### config.mk
export PLATFORM = sky130hd
export DESIGN_NAME = first_fit_block_allocator_top
export DESIGN_NICKNAME = d
export VERILOG_FILES = /design/src/ffba_pkg.sv /design/src/ffba_ram.sv /design/src/first_fit_block_allocator_top.sv
export VERILOG_INCLUDE_DIRS = /design/src /design/src/src
export SDC_FILE = /design/constraint.sdc
export NUM_CORES = 2
export LEC_CHECK = 0
export ABC_AREA = 0
export ABC_CLOCK_PERIOD_IN_PS = 14600
export CAP_MARGIN = 0
export CELL_PAD_IN_SITES_DETAIL_PLACEMENT = 1
export CELL_PAD_IN_SITES_GLOBAL_PLACEMENT = 1
export CORE_ASPECT_RATIO = 1.2
export CORE_MARGIN = 2
export CORE_UTILIZATION = 40
export CTS_CLUSTER_SIZE = 12
export DETAILED_ROUTE_END_ITERATION = 10
export DONT_BUFFER_PORTS = 1
export PLACE_DENSITY_LB_ADDON = 0.15
export SLEW_MARGIN = 20
export SYNTH_ARGS = -nofsm -noshare
export SYNTH_HDL_FRONTEND = slang
export SYNTH_HIERARCHICAL = 1
export SYNTH_SLANG_ARGS = --single-unit
### constraint.sdc
create_clock -name clk -period 14.6 [get_ports clk]
set_clock_uncertainty 0.1 [all_clocks]
set_input_delay 2.19 -clock clk [delete_from_list [all_inputs] [get_ports clk]]
set_output_delay 2.19 -clock clk [all_outputs]
set_load 0.1 [all_outputs]
### src/first_fit_block_allocator_top_defines.svh
// ============================================================================
// Assertion macros for the first-fit block allocator
// Shared concurrent assertion forms, clocked and disabled during reset.
// ============================================================================
`ifndef FIRST_FIT_BLOCK_ALLOCATOR_TOP_DEFINES_SVH
`define FIRST_FIT_BLOCK_ALLOCATOR_TOP_DEFINES_SVH

// Same-cycle implication, disabled while reset is high.
`define FFBA_ASSERT_NOW(label, clk, rst, ante, cons) \
  label: assert property (@(posedge clk) disable iff (rst) (ante) |-> (cons)) \
    else $error("allocator assertion failed");

// Next-cycle implication, disabled while reset is high.
`define FFBA_ASSERT_NEXT(label, clk, rst, ante, cons) \
  label: assert property (@(posedge clk) disable iff (rst) (ante) |=> (cons)) \
    else $error("allocator assertion failed");

`endif

### src/ffba_pkg.sv
// ============================================================================
// ffba_pkg
// Types and constants shared by the first-fit block allocator files.
// ============================================================================
`timescale 1ns / 1ps

package ffba_pkg;

  localparam int DEF_HEAP_BYTES   = 65536;
  localparam int DEF_HEADER_BYTES = 24;
  localparam int DEF_MAX_BLOCKS   = 64;

  localparam int ADDR_W     = 16;
  localparam int SIZE_W     = 16;
  localparam int HEAP_TOP_W = 17;

  localparam logic FUNC_ALLOC = 1'b0;
  localparam logic FUNC_FREE  = 1'b1;

  localparam logic [1:0] ST_OK      = 2'd0;
  localparam logic [1:0] ST_ZERO    = 2'd1;
  localparam logic [1:0] ST_NOSPACE = 2'd2;
  localparam logic [1:0] ST_UNKNOWN = 2'd3;

  typedef struct packed {
    logic              func;
    logic [SIZE_W-1:0] request_size;
    logic [ADDR_W-1:0] data_address;
  } req_t;

  typedef struct packed {
    logic [1:0]        status;
    logic [ADDR_W-1:0] result_address;
  } rsp_t;

  // One block table entry as stored in the table memory.
  typedef struct packed {
    logic [ADDR_W-1:0] base;
    logic [SIZE_W-1:0] size;
    logic              free;
  } blk_t;

endpackage

### src/ffba_ram.sv
// ============================================================================
// ffba_ram
// Generic simple dual-port RAM with one write port and a registered read.
// ============================================================================
`timescale 1ns / 1ps

module ffba_ram #(
  parameter int WIDTH = 8,
  parameter int DEPTH = 64
) (
  input  logic                     clk,
  input  logic                     we,
  input  logic [$clog2(DEPTH)-1:0] waddr,
  input  logic [WIDTH-1:0]         wdata,
  input  logic                     re,
  input  logic [$clog2(DEPTH)-1:0] raddr,
  output logic [WIDTH-1:0]         rdata
);

  logic [WIDTH-1:0] mem [DEPTH];

  always_ff @(posedge clk) begin
    if (we) begin
      mem[waddr] <= wdata;
    end
    if (re) begin
      rdata <= mem[raddr];
    end
  end

endmodule

### src/first_fit_block_allocator_top.sv
// ============================================================================
// first_fit_block_allocator_top
// First-fit heap allocator that keeps its block table in one memory.
// ============================================================================
//
//   Channel | Direction | Handshake           | Payload
//   --------+-----------+---------------------+---------------------------
//   req     | in        | req_valid/req_stall | req_t  (func, size, addr)
//   rsp     | out       | rsp_valid/rsp_stall | rsp_t  (status, address)
//
// One transaction is worked at a time. An allocate or free reads the table one entry
// per cycle in creation order, over the blocks created so far, and a hit stops the
// scan early. Zero size and null free skip the scan. Reset clears the block count,
// the heap top, the state and the valid flags, not the table memory. A stalled
// response holds the next request in S_OUT until the response register is free.
`timescale 1ns / 1ps
`include "first_fit_block_allocator_top_defines.svh"

module first_fit_block_allocator_top
  import ffba_pkg::*;
#(
  parameter int HEAP_BYTES   = DEF_HEAP_BYTES,
  parameter int HEADER_BYTES = DEF_HEADER_BYTES,
  parameter int MAX_BLOCKS   = DEF_MAX_BLOCKS
) (
  input  logic clk,
  input  logic rst,
  input  logic req_valid,
  output logic req_stall,
  input  req_t req,
  output logic rsp_valid,
  input  logic rsp_stall,
  output rsp_t rsp
);

  localparam int IDX_W = $clog2(MAX_BLOCKS);
  localparam int CNT_W = $clog2(MAX_BLOCKS + 1);
  localparam int NT_W  = HEAP_TOP_W + 1;
  localparam int DA_W  = ADDR_W + 1;

  // Sequencer: wait for a request, walk the table, hand over the response.
  typedef enum logic [2:0] {
    S_IDLE = 3'b001,
    S_SCAN = 3'b010,
    S_OUT  = 3'b100
  } state_t;

  state_t              state, state_next;
  req_t                cur, cur_next;
  logic [CNT_W-1:0]    idx, idx_next;
  logic                rd_valid, rd_valid_next;
  logic [IDX_W-1:0]    rd_idx, rd_idx_next;
  logic [CNT_W-1:0]    block_count, block_count_next;
  logic [HEAP_TOP_W-1:0] heap_top, heap_top_next;
  rsp_t                res, res_next;
  logic                rsp_valid_next;
  rsp_t                rsp_next;

  logic                ram_we;
  logic [IDX_W-1:0]    ram_waddr;
  blk_t                ram_wdata;
  logic                ram_re;
  logic [IDX_W-1:0]    ram_raddr;
  blk_t                ram_rdata;

  logic                req_accept;
  logic                hit;
  logic                more;
  logic [NT_W-1:0]     need_top;
  logic [DA_W-1:0]     entry_data;

  ffba_ram #(
    .WIDTH ($bits(blk_t)),
    .DEPTH (MAX_BLOCKS)
  ) u_table (
    .clk   (clk),
    .we    (ram_we),
    .waddr (ram_waddr),
    .wdata (ram_wdata),
    .re    (ram_re),
    .raddr (ram_raddr),
    .rdata (ram_rdata)
  );

  assign req_stall  = (state != S_IDLE);
  assign req_accept = req_valid && !req_stall;

  // The entry read last cycle: its data address as a 17-bit sum, so that an
  // address past the 16-bit range never matches a request.
  assign entry_data = {1'b0, ram_rdata.base} + DA_W'(HEADER_BYTES);

  always_comb begin
    if (cur.func == FUNC_ALLOC) begin
      hit = rd_valid && ram_rdata.free && (ram_rdata.size >= cur.request_size);
    end else begin
      hit = rd_valid && (entry_data == {1'b0, cur.data_address});
    end
  end

  // Entries still to be read.
  assign more = (idx < block_count);

  // Heap end after appending a block of the requested size.
  assign need_top = {1'b0, heap_top} + NT_W'(HEADER_BYTES) + NT_W'(cur.request_size);

  always_comb begin
    state_next       = state;
    cur_next         = cur;
    idx_next         = idx;
    rd_valid_next    = 1'b0;
    rd_idx_next      = rd_idx;
    block_count_next = block_count;
    heap_top_next    = heap_top;
    res_next         = res;
    rsp_valid_next   = rsp_valid;
    rsp_next         = rsp;
    ram_we           = 1'b0;
    ram_waddr        = rd_idx;
    ram_wdata        = ram_rdata;
    ram_re           = 1'b0;
    ram_raddr        = idx[IDX_W-1:0];

    if (rsp_valid && !rsp_stall) begin
      rsp_valid_next = 1'b0;
    end

    unique case (state)
      S_IDLE: begin
        if (req_accept) begin
          cur_next = req;
          idx_next = '0;
          if ((req.func == FUNC_ALLOC && req.request_size == '0) ||
              (req.func == FUNC_FREE && req.data_address == '0)) begin
            res_next.status         = ST_ZERO;
            res_next.result_address = '0;
            state_next              = S_OUT;
          end else begin
            state_next = S_SCAN;
          end
        end
      end

      S_SCAN: begin
        if (hit) begin
          // Update the matching entry in place; base and size are kept.
          ram_we    = 1'b1;
          ram_waddr = rd_idx;
          ram_wdata = ram_rdata;
          res_next.status = ST_OK;
          if (cur.func == FUNC_ALLOC) begin
            ram_wdata.free          = 1'b0;
            res_next.result_address = entry_data[ADDR_W-1:0];
          end else begin
            ram_wdata.free          = 1'b1;
            res_next.result_address = '0;
          end
          state_next = S_OUT;
        end else if (more) begin
          // Read the next entry; its data is checked in the following cycle.
          ram_re        = 1'b1;
          ram_raddr     = idx[IDX_W-1:0];
          rd_valid_next = 1'b1;
          rd_idx_next   = idx[IDX_W-1:0];
          idx_next      = idx + CNT_W'(1);
        end else begin
          // Every created block was checked without a match.
          res_next.result_address = '0;
          if (cur.func == FUNC_FREE) begin
            res_next.status = ST_UNKNOWN;
          end else if (block_count == CNT_W'(MAX_BLOCKS) ||
                       need_top > NT_W'(HEAP_BYTES)) begin
            res_next.status = ST_NOSPACE;
          end else begin
            ram_we                  = 1'b1;
            ram_waddr               = block_count[IDX_W-1:0];
            ram_wdata.base          = heap_top[ADDR_W-1:0];
            ram_wdata.size          = cur.request_size;
            ram_wdata.free          = 1'b0;
            block_count_next        = block_count + CNT_W'(1);
            heap_top_next           = need_top[HEAP_TOP_W-1:0];
            res_next.status         = ST_OK;
            res_next.result_address = heap_top[ADDR_W-1:0] + ADDR_W'(HEADER_BYTES);
          end
          state_next = S_OUT;
        end
      end

      S_OUT: begin
        // Load the response register once the previous response has left.
        if (!rsp_valid || !rsp_stall) begin
          rsp_valid_next = 1'b1;
          rsp_next       = res;
          state_next     = S_IDLE;
        end
      end

      default: begin
        state_next = S_IDLE;
      end
    endcase
  end

  always_ff @(posedge clk) begin
    if (rst) begin
      state       <= S_IDLE;
      rd_valid    <= 1'b0;
      block_count <= '0;
      heap_top    <= '0;
      rsp_valid   <= 1'b0;
    end else begin
      state       <= state_next;
      rd_valid    <= rd_valid_next;
      block_count <= block_count_next;
      heap_top    <= heap_top_next;
      rsp_valid   <= rsp_valid_next;
    end
    cur    <= cur_next;
    idx    <= idx_next;
    rd_idx <= rd_idx_next;
    res    <= res_next;
    rsp    <= rsp_next;
  end

  // A non-OK response never carries an address (an OK free response also returns zero).
  `FFBA_ASSERT_NOW(a_addr_zero_on_fail, clk, rst,
                   rsp_valid && rsp.status != ST_OK, rsp.result_address == '0)
  // The table never holds more blocks than it has entries.
  `FFBA_ASSERT_NOW(a_count_bound, clk, rst, 1'b1, block_count <= CNT_W'(MAX_BLOCKS))
  // The heap top never runs past the end of the heap.
  `FFBA_ASSERT_NOW(a_heap_bound, clk, rst, 1'b1, heap_top <= HEAP_TOP_W'(HEAP_BYTES))
  // Each table write closes the scan and is followed by the response.
  `FFBA_ASSERT_NEXT(a_write_then_out, clk, rst, ram_we, state == S_OUT)
  // A block is appended only when the scan found no match.
  `FFBA_ASSERT_NOW(a_append_on_miss, clk, rst,
                   block_count_next != block_count, ram_we && !hit)

endmodule
==> impl_metrics.csv <==
group,metric,value,unit
logic_synthesis,synth_simple_gate_area_frac,0.03228,
logic_synthesis,async_reset_ff_frac,0,
cts,cts_buffer_depth,3,
logic_synthesis,ys_seq_area_frac,0.7606,
power_and_ir_drop,powerDensity,143.9,nW/µm²
floorplanning,die_y,519.8,µm
logic_synthesis,yosysWarningCount,6,
logic_synthesis,netlist-cell-type-count,85,
timing,finalCriticalPeriod,6.957,ns
grt,grt_pass1_wl,364.7,mm
logic_synthesis,synth_xor_area_frac,0.005996,
cts,clock_sinks,2256,
timing,worst_pin_slew,1.466,ns
hold_path,hp-class,"reg -> reg",
finish,layout-drive-gt1-share,0.2305,
logic_synthesis,synth_edf_count,2227,
routing,firstDrtPassIters,5,
floorplanning,placementRows,189,
routing,ant_nets,0,
placed_design,gp_congestion,0.8698,
grt,grt_max_degree,79,
routing,drc,0,
logic_synthesis,synth_area,88680,µm²
logic_synthesis,syn_nets,4381,
power_and_ir_drop,ir_drop,0.1277,mV
logic_synthesis,synthTopCellsByCount,"edfxtp_1 (2227), mux4_2 (485), nand3_1 (128)",
routing,wl_per_cell,34.33,µm
routing,drt-initial-drc-count,4757,
cts,root_buffer,"clkbuf_16",
cts,clock_tree.htree_level_count,4,
logic_synthesis,synth_compound_area_frac,0.03553,
cts,cts_tree,"yes",
timing,hold_violations,0,
timing,setup_viol,0,
timing,fin_tns_setup,0,ns
logic_synthesis,syn_avg_cell_area,20.70,µm²
logic_synthesis,synth_adder_area_share,0.008550,
run_status,status,"finished, final reports clean",
logic_synthesis,synth_top_family_by_area,"multiplexers",
logic_synthesis,synth_area_leaders,"edfxtp_1 (75%), mux4_2 (12%), mux2i_1 (1.1%), ha_1 (0.83%), nand3_1 (0.72%)",
placed_design,hpwlAfterDp,156.1,mm
grt,busiest_layer,"met2",
setup_path,setup.worst_path.end_class,"register",
flow_run,cap_violations,0,
grt,met1_usage,0.3206,
setup_path,cp_max_fo,33,
logic_synthesis,synth_top_area_frac,0.7541,
routing,vias_per_cell,5.863,
logic_synthesis,synth_cells,4284,
power_and_ir_drop,p_leak,0.03044,µW
grt,met2_usage,0.3756,
setup_path,worst_path_max_delay_cell,"nand3_1",
grt,grtUsageMet3,0.02554,
timing,fin_crit_sh,0.4765,
timing,slew-limit-headroom,0.02253,
grt,grt_overflow,0,
setup_path,required,15.00,ns
cts,cts_resized,0,
logic_synthesis,synth-main-ff-cell,"edfxtp_1",
grt,grt_pass1_vias,45960,
cts,hold_buffers,0,
cts,clkTransAtPathRegs,0.06,ns
floorplanning,initial_core_util,0.4019,
floorplanning,num_io_pins,57,
placed_design,io_buffers,0,
timing,holdWs,0.3194,ns
setup_path,cp-start-kind,"register",
finish,area_growth,12.26,%
routing,wl,260.7,mm
grt,globalRouteTotalUtil,0.2310,
setup_path,critPathKind,"reg -> reg",
cts,numCtsBuffers,223,
cts,insertion_delay,0.89,ns
floorplanning,dieArea,225500,µm²
setup_path,cpPeakStageDelay,0.86,ns
setup_path,cp.arrival,7.35,ns
cts,post_cts.repair.setup_buffers,0,
floorplanning,die_x,433.8,µm
setup_path,path_cells,"ha_1, ha_1, fa_1, a21o_1, a311o_1, nand4_1, a21oi_1, or3_1, a21oi_1, nand4_4, nor2_4, mux2_4, nor2b_1, nand3_1, nor2_4, buf_4",
timing,maxSlewViolCount,0,
finish,nets,4529,
grt,antenna_found_initial,33,
logic_synthesis,ys_ff_latch,2256,
logic_synthesis,yosysTopAreaCell,"edfxtp_1",
floorplanning,core,220600,µm²
logic_synthesis,synthMuxAreaShare,0.1399,
timing,rsz0062_at_grt,"no",
routing,routed-via-count,44530,
logic_synthesis,synth.most_common_cell,"edfxtp_1",
timing,fmax,143.7,MHz
-- logic make-up after synthesis --
group                    after synthesis
multiplexers                         623
flip-flops                          2256
buffers and inverters                281
AND/OR/NAND/NOR                      566
AO/OA/AOI/OAI                        442
adder cells (fa/ha/maj)               60
XOR/XNOR                              56
-- placed cells by master, fill, tap and decap left out, types with 55 or more instances in the layout --
master / instances
clkbuf_1: 57
edfxtp_1: 2227
nand4_1: 55
a21oi_1: 67
diode_2: 76
ha_1: 59
mux4_2: 485
o22ai_1: 74
nand3_1: 128
clkbuf_16: 226
a22oi_1: 77
mux2i_1: 98
buf_4: 150
nor2_4: 69
nand2_1: 124
-- flip-flops by register name, summed over array words and instances (netlist names) --
register / flops
rd_valid: 1
rsp_valid: 1
rsp: 18
rd_idx: 6
block_count: 7
cur: 33
idx: 7
u_table/rdata: 33
res: 18
u_table/mem: 2112
state: 3
heap_top: 17
-- stage by stage --
step | utilization | worst slack (ns) | cell area [µm²] | cells | total power, µW
2_1_floorplan | - | 7.573 | 88680 | 4284 | 8412
3_3_place_gp | 0.4210 | 7.780 | 92880 | 7163 | 9184
3_5_place_dp | 0.4212 | 7.694 | 92920 | 7166 | 9195
4_1_cts | 0.4502 | 7.662 | 99330 | 7518 | 14450
5_1_grt | 0.4512 | 7.364 | 99540 | 7589 | 14720
6_report | 0.4512 | 7.643 | 99560 | 7595 | 14320
-- final timing paths --
kind	startpoint	endpoint	slack [ns]	depth (start not counted)
worst max-delay path	cur[17]$_DFFE_PP_	u_table/mem[6][0]$_DFFE_PP_	7.64	16
worst min register to register	res[7]$_SDFFCE_PP0P_	rsp[7]$_DFFE_PP_	0.32	0
worst min-delay path	res[7]$_SDFFCE_PP0P_	rsp[7]$_DFFE_PP_	0.32	0
worst max register to register	cur[17]$_DFFE_PP_	u_table/mem[6][0]$_DFFE_PP_	7.64	16
-- layout make-up --
type	count	area, µm²
fillers	20070	121100
flip-flops and latches	2256	67450
multi-input cells	1747	20370
clock buffers	285	5897
well taps	2960	3704
repair buffers	156	1245
clock inverters	67	514.2
diodes	76	190.2
inverters	48	180.2
-- worst max-delay path: cells and delay by family (launching register included) --
kind | cells | cell delay (ns)
AND/OR/NAND/NOR | 7 | 2.93
AO/OA/AOI/OAI | 4 | 1.17
adder cells (fa/ha/maj) | 3 | 1.01
buffers and inverters | 1 | 0.48
flip-flops | 1 | 0.42
multiplexers | 1 | 0.38
-- report_power, final --
| group | switching [µW] | total (µW) | internal, µW |
|---|---|---|---|
| logic | 1230 | 1850 | 615 |
| registers | 46.7 | 7200 | 7150 |
| clock network | 2400 | 5280 | 2880 |
| total | 3680 | 14300 | 10600 |
-- per-layer routing --
| metal | routed length, µm | vias up |
|---|---|---|
| met2 | 128800 | 1309 |
| met3 | 12650 | 325 |
| met4 | 9012 | 0 |
| li1 | - | 18290 |
| met1 | 110200 | 24610 |
| met5 | 0 | - |
(Power assumes the default switching activity.)
